**src/rtl/core/cbpf_pkg.sv**
```systemverilog
// Shared constants, types and small arithmetic functions for the Bezier path flattener.
// Used by the channel interfaces and by the core; depends on nothing else.
package cbpf_pkg;

  localparam int COORD_W     = 32;
  localparam int SMP_W       = 5;
  localparam int MAX_SAMPLES = 31;
  localparam int CUBE_W      = 15;
  localparam int COEF_W      = 17;
  localparam int QUO_W       = 33;
  localparam int ACC_W       = QUO_W + CUBE_W;
  localparam int PROD_W      = COORD_W + COEF_W + 1;
  localparam int STEP_W      = $clog2(QUO_W);
  localparam int CFG_DATA_W  = 5;

  localparam logic [SMP_W-1:0] SAMPLE_COUNT_RST = SMP_W'(16);

  typedef logic signed [COORD_W-1:0] coord_t;

  typedef enum logic [0:0] {
    CFG_SAMPLE_COUNT = 1'b0,
    CFG_CLOSED_PATH  = 1'b1
  } cfg_reg_t;

  function automatic logic [2*SMP_W-1:0] sq_f(input logic [SMP_W-1:0] v);
    logic [2*SMP_W-1:0] w;
    w = (2*SMP_W)'(v);
    return w * w;
  endfunction

  function automatic logic [CUBE_W-1:0] cube_f(input logic [SMP_W-1:0] v);
    logic [CUBE_W-1:0] w;
    w = CUBE_W'(v);
    return w * w * w;
  endfunction

endpackage

```
**src/rtl/core/cbpf_cfg_if.sv**
```systemverilog
// Configuration write channel of the Bezier path flattener.
// Depends on cbpf_pkg for the register index type and data width.
interface cbpf_cfg_if import cbpf_pkg::*; ();
  logic                  valid;
  logic                  ready;
  cfg_reg_t              index;
  logic [CFG_DATA_W-1:0] data;

  modport source (output valid, index, data, input ready);
  modport sink   (input valid, index, data, output ready);
endinterface

```
**src/rtl/core/cbpf_in_if.sv**
```systemverilog
// Anchor input channel of the Bezier path flattener.
// Depends on cbpf_pkg for the coordinate type.
interface cbpf_in_if import cbpf_pkg::*; ();
  logic   valid;
  logic   ready;
  coord_t anchor_x;
  coord_t anchor_y;
  coord_t handle_in_x;
  coord_t handle_in_y;
  coord_t handle_out_x;
  coord_t handle_out_y;
  logic   path_end;

  modport source (output valid, anchor_x, anchor_y, handle_in_x, handle_in_y,
                  handle_out_x, handle_out_y, path_end, input ready);
  modport sink   (input valid, anchor_x, anchor_y, handle_in_x, handle_in_y,
                  handle_out_x, handle_out_y, path_end, output ready);
endinterface

```
**src/rtl/core/cbpf_out_if.sv**
```systemverilog
// Polyline point output channel of the Bezier path flattener.
// Depends on cbpf_pkg for the coordinate type.
interface cbpf_out_if import cbpf_pkg::*; ();
  logic   valid;
  logic   ready;
  coord_t point_x;
  coord_t point_y;
  logic   run_last;

  modport source (output valid, point_x, point_y, run_last, input ready);
  modport sink   (input valid, point_x, point_y, run_last, output ready);
endinterface

```
**src/rtl/core/cubic_bezier_path_flattener_core.sv**
```systemverilog
// Cubic Bezier path flattener core: takes path anchors and emits polyline points.
// Depends on cbpf_pkg and the channel interfaces cbpf_cfg_if, cbpf_in_if and cbpf_out_if.
//
// Each anchor item is taken while the block is idle, and the block then stays busy until all
// of its points have been handed to the output register. Every point is evaluated with one
// shared 32 by 18 bit multiplier and a bit-serial divider, used for x and then for y: the
// coefficient steps, then per coordinate the multiply-accumulate steps, forming the dividend,
// the divider steps and rounding, then loading the point, which waits while the output is
// stalled. An anchor that continues a path gives sample_count points (at least one; the second
// anchor of a path first also gives the path's first anchor point, and the closing anchor of a
// closed path gives twice the points); the first anchor of a path gives no point.
module cubic_bezier_path_flattener_core import cbpf_pkg::*; (
  input logic         clk,
  input logic         rst_n,
  cbpf_cfg_if.sink    cfg_if,
  cbpf_in_if.sink     in_if,
  cbpf_out_if.source  out_if
);

  typedef enum logic [2:0] {
    S_IDLE, S_FIRST, S_COEF, S_MAC, S_DIVLD, S_DIV, S_FIN, S_PUT
  } state_t;

  typedef enum logic [1:0] {
    SEEN_NONE, SEEN_ONE, SEEN_MANY
  } seen_t;

  localparam logic [STEP_W-1:0] COEF_LAST = STEP_W'(2);
  localparam logic [STEP_W-1:0] MAC_LAST  = STEP_W'(4);
  localparam logic [STEP_W-1:0] DIV_LAST  = STEP_W'(QUO_W - 1);

  state_t             state_r;
  seen_t              seen_r;
  logic [SMP_W-1:0]   sample_count_r;
  logic               closed_path_r;

  coord_t             prev_pos_x_r, prev_pos_y_r, prev_out_x_r, prev_out_y_r;
  coord_t             first_pos_x_r, first_pos_y_r, first_in_x_r, first_in_y_r;
  coord_t             cur_pos_x_r, cur_pos_y_r, cur_in_x_r, cur_in_y_r;
  coord_t             cur_out_x_r, cur_out_y_r;
  logic               end_r, two_seg_r, seg_r, coord_r;

  logic [SMP_W-1:0]   n_r, s_r;
  logic [CUBE_W-1:0]  d_r;
  logic [COEF_W-1:0]  c1_r, c2_r;
  logic [STEP_W-1:0]  step_r;
  logic signed [PROD_W-1:0] prod_r;
  logic signed [ACC_W-1:0]  acc_r;
  logic [CUBE_W-1:0]  rem_r;
  logic [QUO_W-1:0]   dvd_r;
  logic               neg_r;
  coord_t             px_r, py_r;

  coord_t             point_x_r, point_y_r;
  logic               run_last_r, out_valid_r;

  logic [SMP_W-1:0]   n_in, u;
  logic [SMP_W+1:0]   s3, u3;
  coord_t             p0, p1, p2, p3;
  coord_t             mul_a;
  logic [COEF_W-1:0]  mul_b;
  logic signed [PROD_W-1:0] mul_p;
  logic [ACC_W-1:0]   acc_neg, mag;
  logic [CUBE_W:0]    shifted, diff;
  logic               ge;
  logic [CUBE_W-1:0]  rem_nxt;
  logic signed [QUO_W:0] q_s;
  coord_t             q_clamp;
  logic               slot_free, seg_done, point_last, load_pt;

  assign cfg_if.ready = 1'b1;
  assign in_if.ready  = (state_r == S_IDLE);

  assign out_if.valid    = out_valid_r;
  assign out_if.point_x  = point_x_r;
  assign out_if.point_y  = point_y_r;
  assign out_if.run_last = run_last_r;

  assign slot_free  = !out_valid_r || out_if.ready;
  assign load_pt    = slot_free && (state_r == S_FIRST || state_r == S_PUT);
  assign seg_done   = (s_r == n_r);
  assign point_last = seg_done && !(!seg_r && two_seg_r);

  always_comb begin
    if (sample_count_r == '0) begin
      n_in = SMP_W'(1);
    end else if (sample_count_r > SMP_W'(MAX_SAMPLES)) begin
      n_in = SMP_W'(MAX_SAMPLES);
    end else begin
      n_in = sample_count_r;
    end
  end

  assign u  = n_r - s_r;
  assign s3 = {2'b00, s_r} + {1'b0, s_r, 1'b0};
  assign u3 = {2'b00, u} + {1'b0, u, 1'b0};

  always_comb begin
    if (!seg_r) begin
      p0 = coord_r ? prev_pos_y_r : prev_pos_x_r;
      p1 = coord_r ? prev_out_y_r : prev_out_x_r;
      p2 = coord_r ? cur_in_y_r   : cur_in_x_r;
      p3 = coord_r ? cur_pos_y_r  : cur_pos_x_r;
    end else begin
      p0 = coord_r ? cur_pos_y_r   : cur_pos_x_r;
      p1 = coord_r ? cur_out_y_r   : cur_out_x_r;
      p2 = coord_r ? first_in_y_r  : first_in_x_r;
      p3 = coord_r ? first_pos_y_r : first_pos_x_r;
    end
  end

  always_comb begin
    if (state_r == S_COEF) begin
      if (step_r == '0) begin
        mul_a = coord_t'({{(COORD_W-2*SMP_W){1'b0}}, sq_f(u)});
        mul_b = {{(COEF_W-SMP_W-2){1'b0}}, s3};
      end else begin
        mul_a = coord_t'({{(COORD_W-2*SMP_W){1'b0}}, sq_f(s_r)});
        mul_b = {{(COEF_W-SMP_W-2){1'b0}}, u3};
      end
    end else begin
      unique case (step_r[1:0])
        2'd0: begin
          mul_a = p0;
          mul_b = {{(COEF_W-CUBE_W){1'b0}}, cube_f(u)};
        end
        2'd1: begin
          mul_a = p1;
          mul_b = c1_r;
        end
        2'd2: begin
          mul_a = p2;
          mul_b = c2_r;
        end
        default: begin
          mul_a = p3;
          mul_b = {{(COEF_W-CUBE_W){1'b0}}, cube_f(s_r)};
        end
      endcase
    end
  end

  assign mul_p = mul_a * $signed({1'b0, mul_b});

  assign acc_neg = ACC_W'(-acc_r);
  assign mag     = acc_r[ACC_W-1] ? (acc_neg + {{(ACC_W-CUBE_W){1'b0}}, d_r} - ACC_W'(1))
                                  : ACC_W'(acc_r);

  assign shifted = {rem_r, dvd_r[QUO_W-1]};
  assign ge      = (shifted >= {1'b0, d_r});
  assign diff    = shifted - {1'b0, d_r};
  assign rem_nxt = ge ? diff[CUBE_W-1:0] : shifted[CUBE_W-1:0];

  assign q_s = neg_r ? -$signed({1'b0, dvd_r}) : $signed({1'b0, dvd_r});

  always_comb begin
    if ((&q_s[QUO_W:COORD_W-1]) || !(|q_s[QUO_W:COORD_W-1])) begin
      q_clamp = q_s[COORD_W-1:0];
    end else if (q_s[QUO_W]) begin
      q_clamp = {1'b1, {(COORD_W-1){1'b0}}};
    end else begin
      q_clamp = {1'b0, {(COORD_W-1){1'b1}}};
    end
  end

  always_ff @(posedge clk) begin
    if (!rst_n) begin
      state_r        <= S_IDLE;
      seen_r         <= SEEN_NONE;
      sample_count_r <= SAMPLE_COUNT_RST;
      closed_path_r  <= 1'b0;
      out_valid_r    <= 1'b0;
    end else begin
      if (cfg_if.valid) begin
        unique case (cfg_if.index)
          CFG_SAMPLE_COUNT: sample_count_r <= cfg_if.data[SMP_W-1:0];
          CFG_CLOSED_PATH:  closed_path_r  <= cfg_if.data[0];
        endcase
      end

      if (out_valid_r && out_if.ready && !load_pt) begin
        out_valid_r <= 1'b0;
      end

      unique case (state_r)
        S_IDLE: begin
          if (in_if.valid) begin
            cur_pos_x_r <= in_if.anchor_x;
            cur_pos_y_r <= in_if.anchor_y;
            cur_in_x_r  <= in_if.handle_in_x;
            cur_in_y_r  <= in_if.handle_in_y;
            cur_out_x_r <= in_if.handle_out_x;
            cur_out_y_r <= in_if.handle_out_y;
            end_r       <= in_if.path_end;
            two_seg_r   <= in_if.path_end && closed_path_r;
            n_r         <= n_in;
            d_r         <= cube_f(n_in);
            s_r         <= SMP_W'(1);
            seg_r       <= 1'b0;
            coord_r     <= 1'b0;
            step_r      <= '0;
            if (seen_r == SEEN_NONE) begin
              first_pos_x_r <= in_if.anchor_x;
              first_pos_y_r <= in_if.anchor_y;
              first_in_x_r  <= in_if.handle_in_x;
              first_in_y_r  <= in_if.handle_in_y;
              prev_pos_x_r  <= in_if.anchor_x;
              prev_pos_y_r  <= in_if.anchor_y;
              prev_out_x_r  <= in_if.handle_out_x;
              prev_out_y_r  <= in_if.handle_out_y;
              seen_r        <= in_if.path_end ? SEEN_NONE : SEEN_ONE;
            end else if (seen_r == SEEN_ONE) begin
              state_r <= S_FIRST;
            end else begin
              state_r <= S_COEF;
            end
          end
        end

        S_FIRST: begin
          if (slot_free) begin
            point_x_r   <= first_pos_x_r;
            point_y_r   <= first_pos_y_r;
            run_last_r  <= 1'b0;
            out_valid_r <= 1'b1;
            state_r     <= S_COEF;
          end
        end

        S_COEF: begin
          prod_r <= mul_p;
          if (step_r == STEP_W'(1)) begin
            c1_r <= prod_r[COEF_W-1:0];
          end
          if (step_r == COEF_LAST) begin
            c2_r    <= prod_r[COEF_W-1:0];
            step_r  <= '0;
            state_r <= S_MAC;
          end else begin
            step_r <= step_r + STEP_W'(1);
          end
        end

        S_MAC: begin
          prod_r <= mul_p;
          if (step_r == '0) begin
            acc_r <= $signed({{(ACC_W-CUBE_W+1){1'b0}}, d_r[CUBE_W-1:1]});
          end else begin
            acc_r <= acc_r + $signed(prod_r[ACC_W-1:0]);
          end
          if (step_r == MAC_LAST) begin
            state_r <= S_DIVLD;
          end else begin
            step_r <= step_r + STEP_W'(1);
          end
        end

        S_DIVLD: begin
          rem_r   <= mag[QUO_W +: CUBE_W];
          dvd_r   <= mag[QUO_W-1:0];
          neg_r   <= acc_r[ACC_W-1];
          step_r  <= '0;
          state_r <= S_DIV;
        end

        S_DIV: begin
          rem_r <= rem_nxt;
          dvd_r <= {dvd_r[QUO_W-2:0], ge};
          if (step_r == DIV_LAST) begin
            state_r <= S_FIN;
          end else begin
            step_r <= step_r + STEP_W'(1);
          end
        end

        S_FIN: begin
          step_r <= '0;
          if (!coord_r) begin
            px_r    <= q_clamp;
            coord_r <= 1'b1;
            state_r <= S_MAC;
          end else begin
            py_r    <= q_clamp;
            state_r <= S_PUT;
          end
        end

        S_PUT: begin
          if (slot_free) begin
            point_x_r   <= px_r;
            point_y_r   <= py_r;
            run_last_r  <= point_last;
            out_valid_r <= 1'b1;
            coord_r     <= 1'b0;
            step_r      <= '0;
            if (!seg_done) begin
              s_r     <= s_r + SMP_W'(1);
              state_r <= S_COEF;
            end else if (!seg_r && two_seg_r) begin
              seg_r   <= 1'b1;
              s_r     <= SMP_W'(1);
              state_r <= S_COEF;
            end else begin
              prev_pos_x_r <= cur_pos_x_r;
              prev_pos_y_r <= cur_pos_y_r;
              prev_out_x_r <= cur_out_x_r;
              prev_out_y_r <= cur_out_y_r;
              seen_r       <= end_r ? SEEN_NONE : SEEN_MANY;
              state_r      <= S_IDLE;
            end
          end
        end

        default: state_r <= S_IDLE;
      endcase
    end
  end

  a_rem_below_divisor: assert property (@(posedge clk) disable iff (!rst_n)
    state_r == S_DIV |-> rem_r < d_r)
    else $error("divider remainder not below the divisor");

  a_point_source: assert property (@(posedge clk) disable iff (!rst_n)
    $rose(out_valid_r) |-> $past(state_r == S_PUT || state_r == S_FIRST))
    else $error("output register loaded outside a point load state");

  a_sample_range: assert property (@(posedge clk) disable iff (!rst_n)
    state_r != S_IDLE |-> (n_r != '0 && s_r != '0 && s_r <= n_r))
    else $error("sample index out of range");

  a_busy_after_anchor: assert property (@(posedge clk) disable iff (!rst_n)
    (in_if.valid && in_if.ready && seen_r != SEEN_NONE) |=> state_r != S_IDLE)
    else $error("continuing anchor item accepted without starting work");

endmodule
```
**src/flat_wrapper.sv**
```systemverilog
// flat-port wrapper written by rule: the top's interface ports become plain ports
module cubic_bezier_path_flattener_core_flat import cbpf_pkg::*;
  (clk, rst_n, cfg_if_valid, cfg_if_index, cfg_if_data, cfg_if_ready, in_if_valid, in_if_anchor_x, in_if_anchor_y, in_if_handle_in_x, in_if_handle_in_y, in_if_handle_out_x, in_if_handle_out_y, in_if_path_end, in_if_ready, out_if_valid, out_if_point_x, out_if_point_y, out_if_run_last, out_if_ready);
  cbpf_cfg_if cfg_if_i ();
  cbpf_in_if in_if_i ();
  cbpf_out_if out_if_i ();
  input logic clk;
  input logic rst_n;
  input wire logic [$bits(cfg_if_i.valid)-1:0] cfg_if_valid;
  input wire logic [$bits(cfg_if_i.index)-1:0] cfg_if_index;
  input wire logic [$bits(cfg_if_i.data)-1:0] cfg_if_data;
  output wire logic [$bits(cfg_if_i.ready)-1:0] cfg_if_ready;
  input wire logic [$bits(in_if_i.valid)-1:0] in_if_valid;
  input wire logic [$bits(in_if_i.anchor_x)-1:0] in_if_anchor_x;
  input wire logic [$bits(in_if_i.anchor_y)-1:0] in_if_anchor_y;
  input wire logic [$bits(in_if_i.handle_in_x)-1:0] in_if_handle_in_x;
  input wire logic [$bits(in_if_i.handle_in_y)-1:0] in_if_handle_in_y;
  input wire logic [$bits(in_if_i.handle_out_x)-1:0] in_if_handle_out_x;
  input wire logic [$bits(in_if_i.handle_out_y)-1:0] in_if_handle_out_y;
  input wire logic [$bits(in_if_i.path_end)-1:0] in_if_path_end;
  output wire logic [$bits(in_if_i.ready)-1:0] in_if_ready;
  output wire logic [$bits(out_if_i.valid)-1:0] out_if_valid;
  output wire logic [$bits(out_if_i.point_x)-1:0] out_if_point_x;
  output wire logic [$bits(out_if_i.point_y)-1:0] out_if_point_y;
  output wire logic [$bits(out_if_i.run_last)-1:0] out_if_run_last;
  input wire logic [$bits(out_if_i.ready)-1:0] out_if_ready;
  assign cfg_if_i.valid = cfg_if_valid;
  assign cfg_if_i.index = cfg_if_index;
  assign cfg_if_i.data = cfg_if_data;
  assign cfg_if_ready = cfg_if_i.ready;
  assign in_if_i.valid = in_if_valid;
  assign in_if_i.anchor_x = in_if_anchor_x;
  assign in_if_i.anchor_y = in_if_anchor_y;
  assign in_if_i.handle_in_x = in_if_handle_in_x;
  assign in_if_i.handle_in_y = in_if_handle_in_y;
  assign in_if_i.handle_out_x = in_if_handle_out_x;
  assign in_if_i.handle_out_y = in_if_handle_out_y;
  assign in_if_i.path_end = in_if_path_end;
  assign in_if_ready = in_if_i.ready;
  assign out_if_valid = out_if_i.valid;
  assign out_if_point_x = out_if_i.point_x;
  assign out_if_point_y = out_if_i.point_y;
  assign out_if_run_last = out_if_i.run_last;
  assign out_if_i.ready = out_if_ready;
  cubic_bezier_path_flattener_core u_core (.clk(clk), .rst_n(rst_n), .cfg_if(cfg_if_i), .in_if(in_if_i), .out_if(out_if_i));
endmodule
```
**config.mk**
```make
export PLATFORM = sky130hd
export DESIGN_NAME = cubic_bezier_path_flattener_core_flat
export DESIGN_NICKNAME = d
export VERILOG_FILES = /design/src/rtl/core/cbpf_pkg.sv /design/src/rtl/core/cbpf_cfg_if.sv /design/src/rtl/core/cbpf_in_if.sv /design/src/rtl/core/cbpf_out_if.sv /design/src/rtl/core/cubic_bezier_path_flattener_core.sv /design/src/flat_wrapper.sv
export SDC_FILE = /design/constraint.sdc
export NUM_CORES = 2
export LEC_CHECK = 0
export BUFFER_PORTS_ARGS = -buffer_cell sky130_fd_sc_hd__buf_2
export CORE_ASPECT_RATIO = 1.5
export CORE_MARGIN = 2
export CORE_UTILIZATION = 45
export CTS_CLUSTER_SIZE = 28
export DETAILED_ROUTE_END_ITERATION = 8
export GPL_TIMING_DRIVEN = 0
export PLACE_DENSITY = 0.64
export SKIP_LAST_GASP = 1
export SYNTH_ARGS = -nofsm -noshare
export SYNTH_HDL_FRONTEND = slang
export SYNTH_SLANG_ARGS = --single-unit
```
**constraint.sdc**
```tcl
create_clock -name clk -period 22.1 [get_ports clk]
set_input_delay 2.21 -clock clk [delete_from_list [all_inputs] [get_ports clk]]
set_output_delay 2.21 -clock clk [all_outputs]
set_load 0.03 [all_outputs]
```
==> impl_metrics.prom <==
# TYPE chip_impl_metric gauge
chip_impl_info{name="run_status",value="finished with violations"} 1
chip_impl_info{name="violated_checks",value="capacitance limit, slew limit"} 1
chip_impl_metric{name="async_flop_share",unit=""} 0
chip_impl_metric{name="multi_input_area",unit="mm2"} 0.0340
chip_impl_metric{name="num-nets-final",unit=""} 7344
chip_impl_metric{name="cts-resized-gates",unit=""} 0
chip_impl_metric{name="die-height",unit="um"} 459
chip_impl_info{name="most-common-layout-cells",value="nand2_1, inv_1, edfxtp_1, fa_1, ha_1"} 1
chip_impl_metric{name="min_path_cells",unit=""} 0
chip_impl_metric{name="final_worst_path_period_share",unit=""} 0.782
chip_impl_metric{name="antenna_left",unit=""} 0
chip_impl_metric{name="clk_pin_slew",unit="ns"} 0.07
chip_impl_metric{name="reg2reg_depth",unit=""} 49
chip_impl_metric{name="sink_count_of_the_clock_tree",unit=""} 802
chip_impl_metric{name="syn_area",unit="mm2"} 0.0621
chip_impl_metric{name="cp_slowest_stage_delay",unit="ns"} 1.25
chip_impl_metric{name="floorplan.initialDensity",unit=""} 0.454
chip_impl_metric{name="timing.critical_path.arrival",unit="ns"} 17.69
chip_impl_metric{name="detailed_place.area",unit="mm2"} 0.0663
chip_impl_metric{name="fp.dieW",unit="um"} 307
chip_impl_metric{name="grt_use_total",unit=""} 0.282
chip_impl_metric{name="grt_start_max_net_pins",unit=""} 54
chip_impl_info{name="clock_tree_from_tritoncts",value="built"} 1
chip_impl_info{name="timing.setup.critical_path_class",value="reg -> reg"} 1
chip_impl_metric{name="post_synth_edffs",unit=""} 790
chip_impl_info{name="min_to",value="u_core.neg_r"} 1
chip_impl_metric{name="portBuffers",unit=""} 269
chip_impl_metric{name="vias_in_the_first_global_route",unit=""} 47500
chip_impl_metric{name="drtPass1Iterations",unit=""} 8
chip_impl_metric{name="finalWeightedCongestion",unit=""} 0.968
chip_impl_metric{name="wl_cell",unit="um"} 24.6
chip_impl_metric{name="sequential_cell_area",unit="mm2"} 0.0240
chip_impl_metric{name="max-clock-path-buffers",unit=""} 3
chip_impl_metric{name="post_cts_setup_inserts",unit=""} 0
chip_impl_info{name="mostFrequentLayoutCell",value="nand2_1"} 1
chip_impl_metric{name="hold_viol_final",unit=""} 0
chip_impl_metric{name="reg2reg_setup_slack",unit="ns"} 4.81
chip_impl_metric{name="final_max_slew_viol_count",unit=""} 21
chip_impl_metric{name="rows",unit=""} 166
chip_impl_metric{name="fillCellCount",unit=""} 12400
chip_impl_info{name="hold_path_class",value="reg -> reg"} 1
chip_impl_metric{name="clock_insertion_delay_worst_skew",unit="ns"} 0.70
chip_impl_info{name="capturing_element_type_of_the_critical_path",value="register"} 1
chip_impl_metric{name="max-cap-violations",unit=""} 5
chip_impl_metric{name="ys.warnings.count",unit=""} 0
chip_impl_info{name="worstReg2RegStart",value="u_core.s_r[2]"} 1
chip_impl_metric{name="areaGrowthSynthToFinish",unit="%"} 10.8
chip_impl_metric{name="timing.critical_path.fanout_max",unit=""} 10
chip_impl_metric{name="seq_area_frac_synth",unit=""} 0.386
chip_impl_metric{name="final_number_of_setup_violating_endpoints",unit=""} 0
chip_impl_info{name="setup.worst_path.start",value="u_core.s_r[2]"} 1
chip_impl_metric{name="top_ports",unit=""} 272
chip_impl_metric{name="design.die.area",unit="mm2"} 0.141
chip_impl_info{name="unrepaired_setup_endpoints_after_global_routing",value="no"} 1
chip_impl_metric{name="grt_remaining_overflow",unit=""} 0
chip_impl_metric{name="syn-instance-count",unit=""} 5855
chip_impl_metric{name="drt-total-wl",unit="um"} 199000
chip_impl_info{name="clock_tree.root_cell",value="clkbuf_16"} 1
chip_impl_info{name="hold_start",value="u_core.acc_r[47]"} 1
chip_impl_metric{name="worst_pin_slew",unit="ns"} 1.54
chip_impl_metric{name="wire_length_of_the_first_global_routing_pass",unit="um"} 295000
chip_impl_metric{name="drc_errors",unit=""} 0
chip_impl_info{name="worst_setup_path_start_kind",value="register"} 1
chip_impl_metric{name="first_iter_violations",unit=""} 4414
chip_impl_metric{name="grt_antenna_before_repair",unit=""} 19
chip_impl_metric{name="via_per_inst",unit=""} 5.69
chip_impl_metric{name="max_clock_skew",unit="ns"} 0.0594
chip_impl_info{name="largest_registers_in_the_final_layout",value="u_core.acc_r: 48 flops, u_core.prod_r: 48 flops, u_core.dvd_r: 33 flops"} 1
chip_impl_metric{name="num_vias",unit=""} 46000
chip_impl_metric{name="core",unit="mm2"} 0.137
chip_impl_metric{name="critical_path_required",unit="ns"} 22.50
chip_impl_info{name="crit_path_frequent_cell",value="fa_1"} 1
chip_impl_metric{name="dpl.hpwl",unit="um"} 164000
chip_impl_metric{name="period_minus_slack",unit="ns"} 17.29
chip_impl_metric{name="synth.ff_latch_count",unit=""} 802
chip_impl_metric{name="final_area",unit="mm2"} 0.0688
chip_impl_metric{name="layout-drive-gt1-share",unit=""} 0.0995
chip_impl_metric{name="syn-mean-instance-area",unit="um2"} 10.6
chip_impl_metric{name="synth.distinct_cells",unit=""} 82
chip_impl_info{name="r2r-end",value="u_core.prod_r[46]"} 1
chip_impl_metric{name="cts_max_level",unit=""} 3
chip_impl_metric{name="timing.fmax",unit="MHz"} 57.8
chip_impl_info{name="cp_slowest_cell",value="a221oi_1"} 1
chip_impl_info{name="synth_top_flop_cell",value="edfxtp_1"} 1
chip_impl_metric{name="number_of_buffers_inserted_during_clock_tree_synthesis",unit=""} 79
chip_impl_metric{name="post_cts_hold_buffer_count",unit=""} 0
chip_impl_metric{name="maxSlewHeadroom",unit=""} -0.0243
==> stage by stage <==
step	setup WS [ns]	cells	util	setup TNS, ns	hold WS [ns]
floorplan	5.37	5856	-	0	0.424
global placement	-2.34	7889	0.480	-296.87	0.468
detailed placement	5.12	7923	0.485	0	0.468
CTS	5.03	8065	0.503	0	0.481
global route	4.05	8071	0.503	0	0.478
finish	4.81	8083	0.503	0	0.484
==> layer usage <==
layer,track usage,vias up,wire (um)
li1,-,20300,-
met1,0.306,23000,66800
met2,0.496,2087,100000
met3,0.0554,576,15900
met4,0.194,16,15900
met5,0,-,112
==> area by class of cell <==
type / instances / area share
diodes: 17 / 0.000619
flip-flops and latches: 802 / 0.349
plain buffers: 265 / 0.0154
well taps: 1764 / 0.0321
clock buffers: 96 / 0.0297
repair buffers: 304 / 0.0278
multi-input cells: 3951 / 0.494
inverters: 838 / 0.0457
clock inverters: 46 / 0.00571
==> cells by family after synthesis <==
kind of cell             count (synthesis)  synth area share
AND/OR/NAND/NOR                       1908             0.133
flip-flops                             802             0.386
multiplexers                           155            0.0509
adder cells (fa/ha/maj)                899             0.252
AO/OA/AOI/OAI                          755            0.0779
buffers and inverters                 1103            0.0677
XOR/XNOR                               231            0.0326
other                                    2          0.000121
==> critical path: cells and delay by family, from the launching register on <==
family	cells	cell delay (ns)
fa+ha+maj	16	7.14
compound gates	13	4.37
buf+inv	9	2.11
xor+xnor	4	1.48
simple gates	7	1.32
flops	1	0.55
==> cells in the mapped netlist, types with 32 or more instances <==
library cell,instances,area [um2]
o21ai_0,149,746
fa_1,583,11700
a21oi_1,226,1130
a21o_1,80,601
xnor2_1,123,1080
and2_1,78,488
xor2_1,108,946
o21a_1,37,278
nand3_1,66,330
o21ai_1,32,160
clkbuf_1,202,758
mux4_2,128,2880
edfxtp_1,790,23700
inv_1,834,3130
nor2_1,262,983
nand2b_1,41,257
nor3_1,87,435
ha_1,316,3950
nor2b_1,61,382
nand2_1,1175,4410
==> worst max path at each step <==
stage	end	slack [ns]
final	u_core.prod_r[46]	4.81
after global routing	u_core.prod_r[46]	4.05
after CTS	u_core.prod_r[46]	5.03
after detailed placement	u_core.prod_r[46]	5.12
after global placement	u_core.first_in_y_r[19]	-2.34
after floorplan	u_core.first_in_x_r[0]	5.37
Power is not shown: default switching activity piles up to over one toggle a cycle in this logic, so the estimate is an artifact.
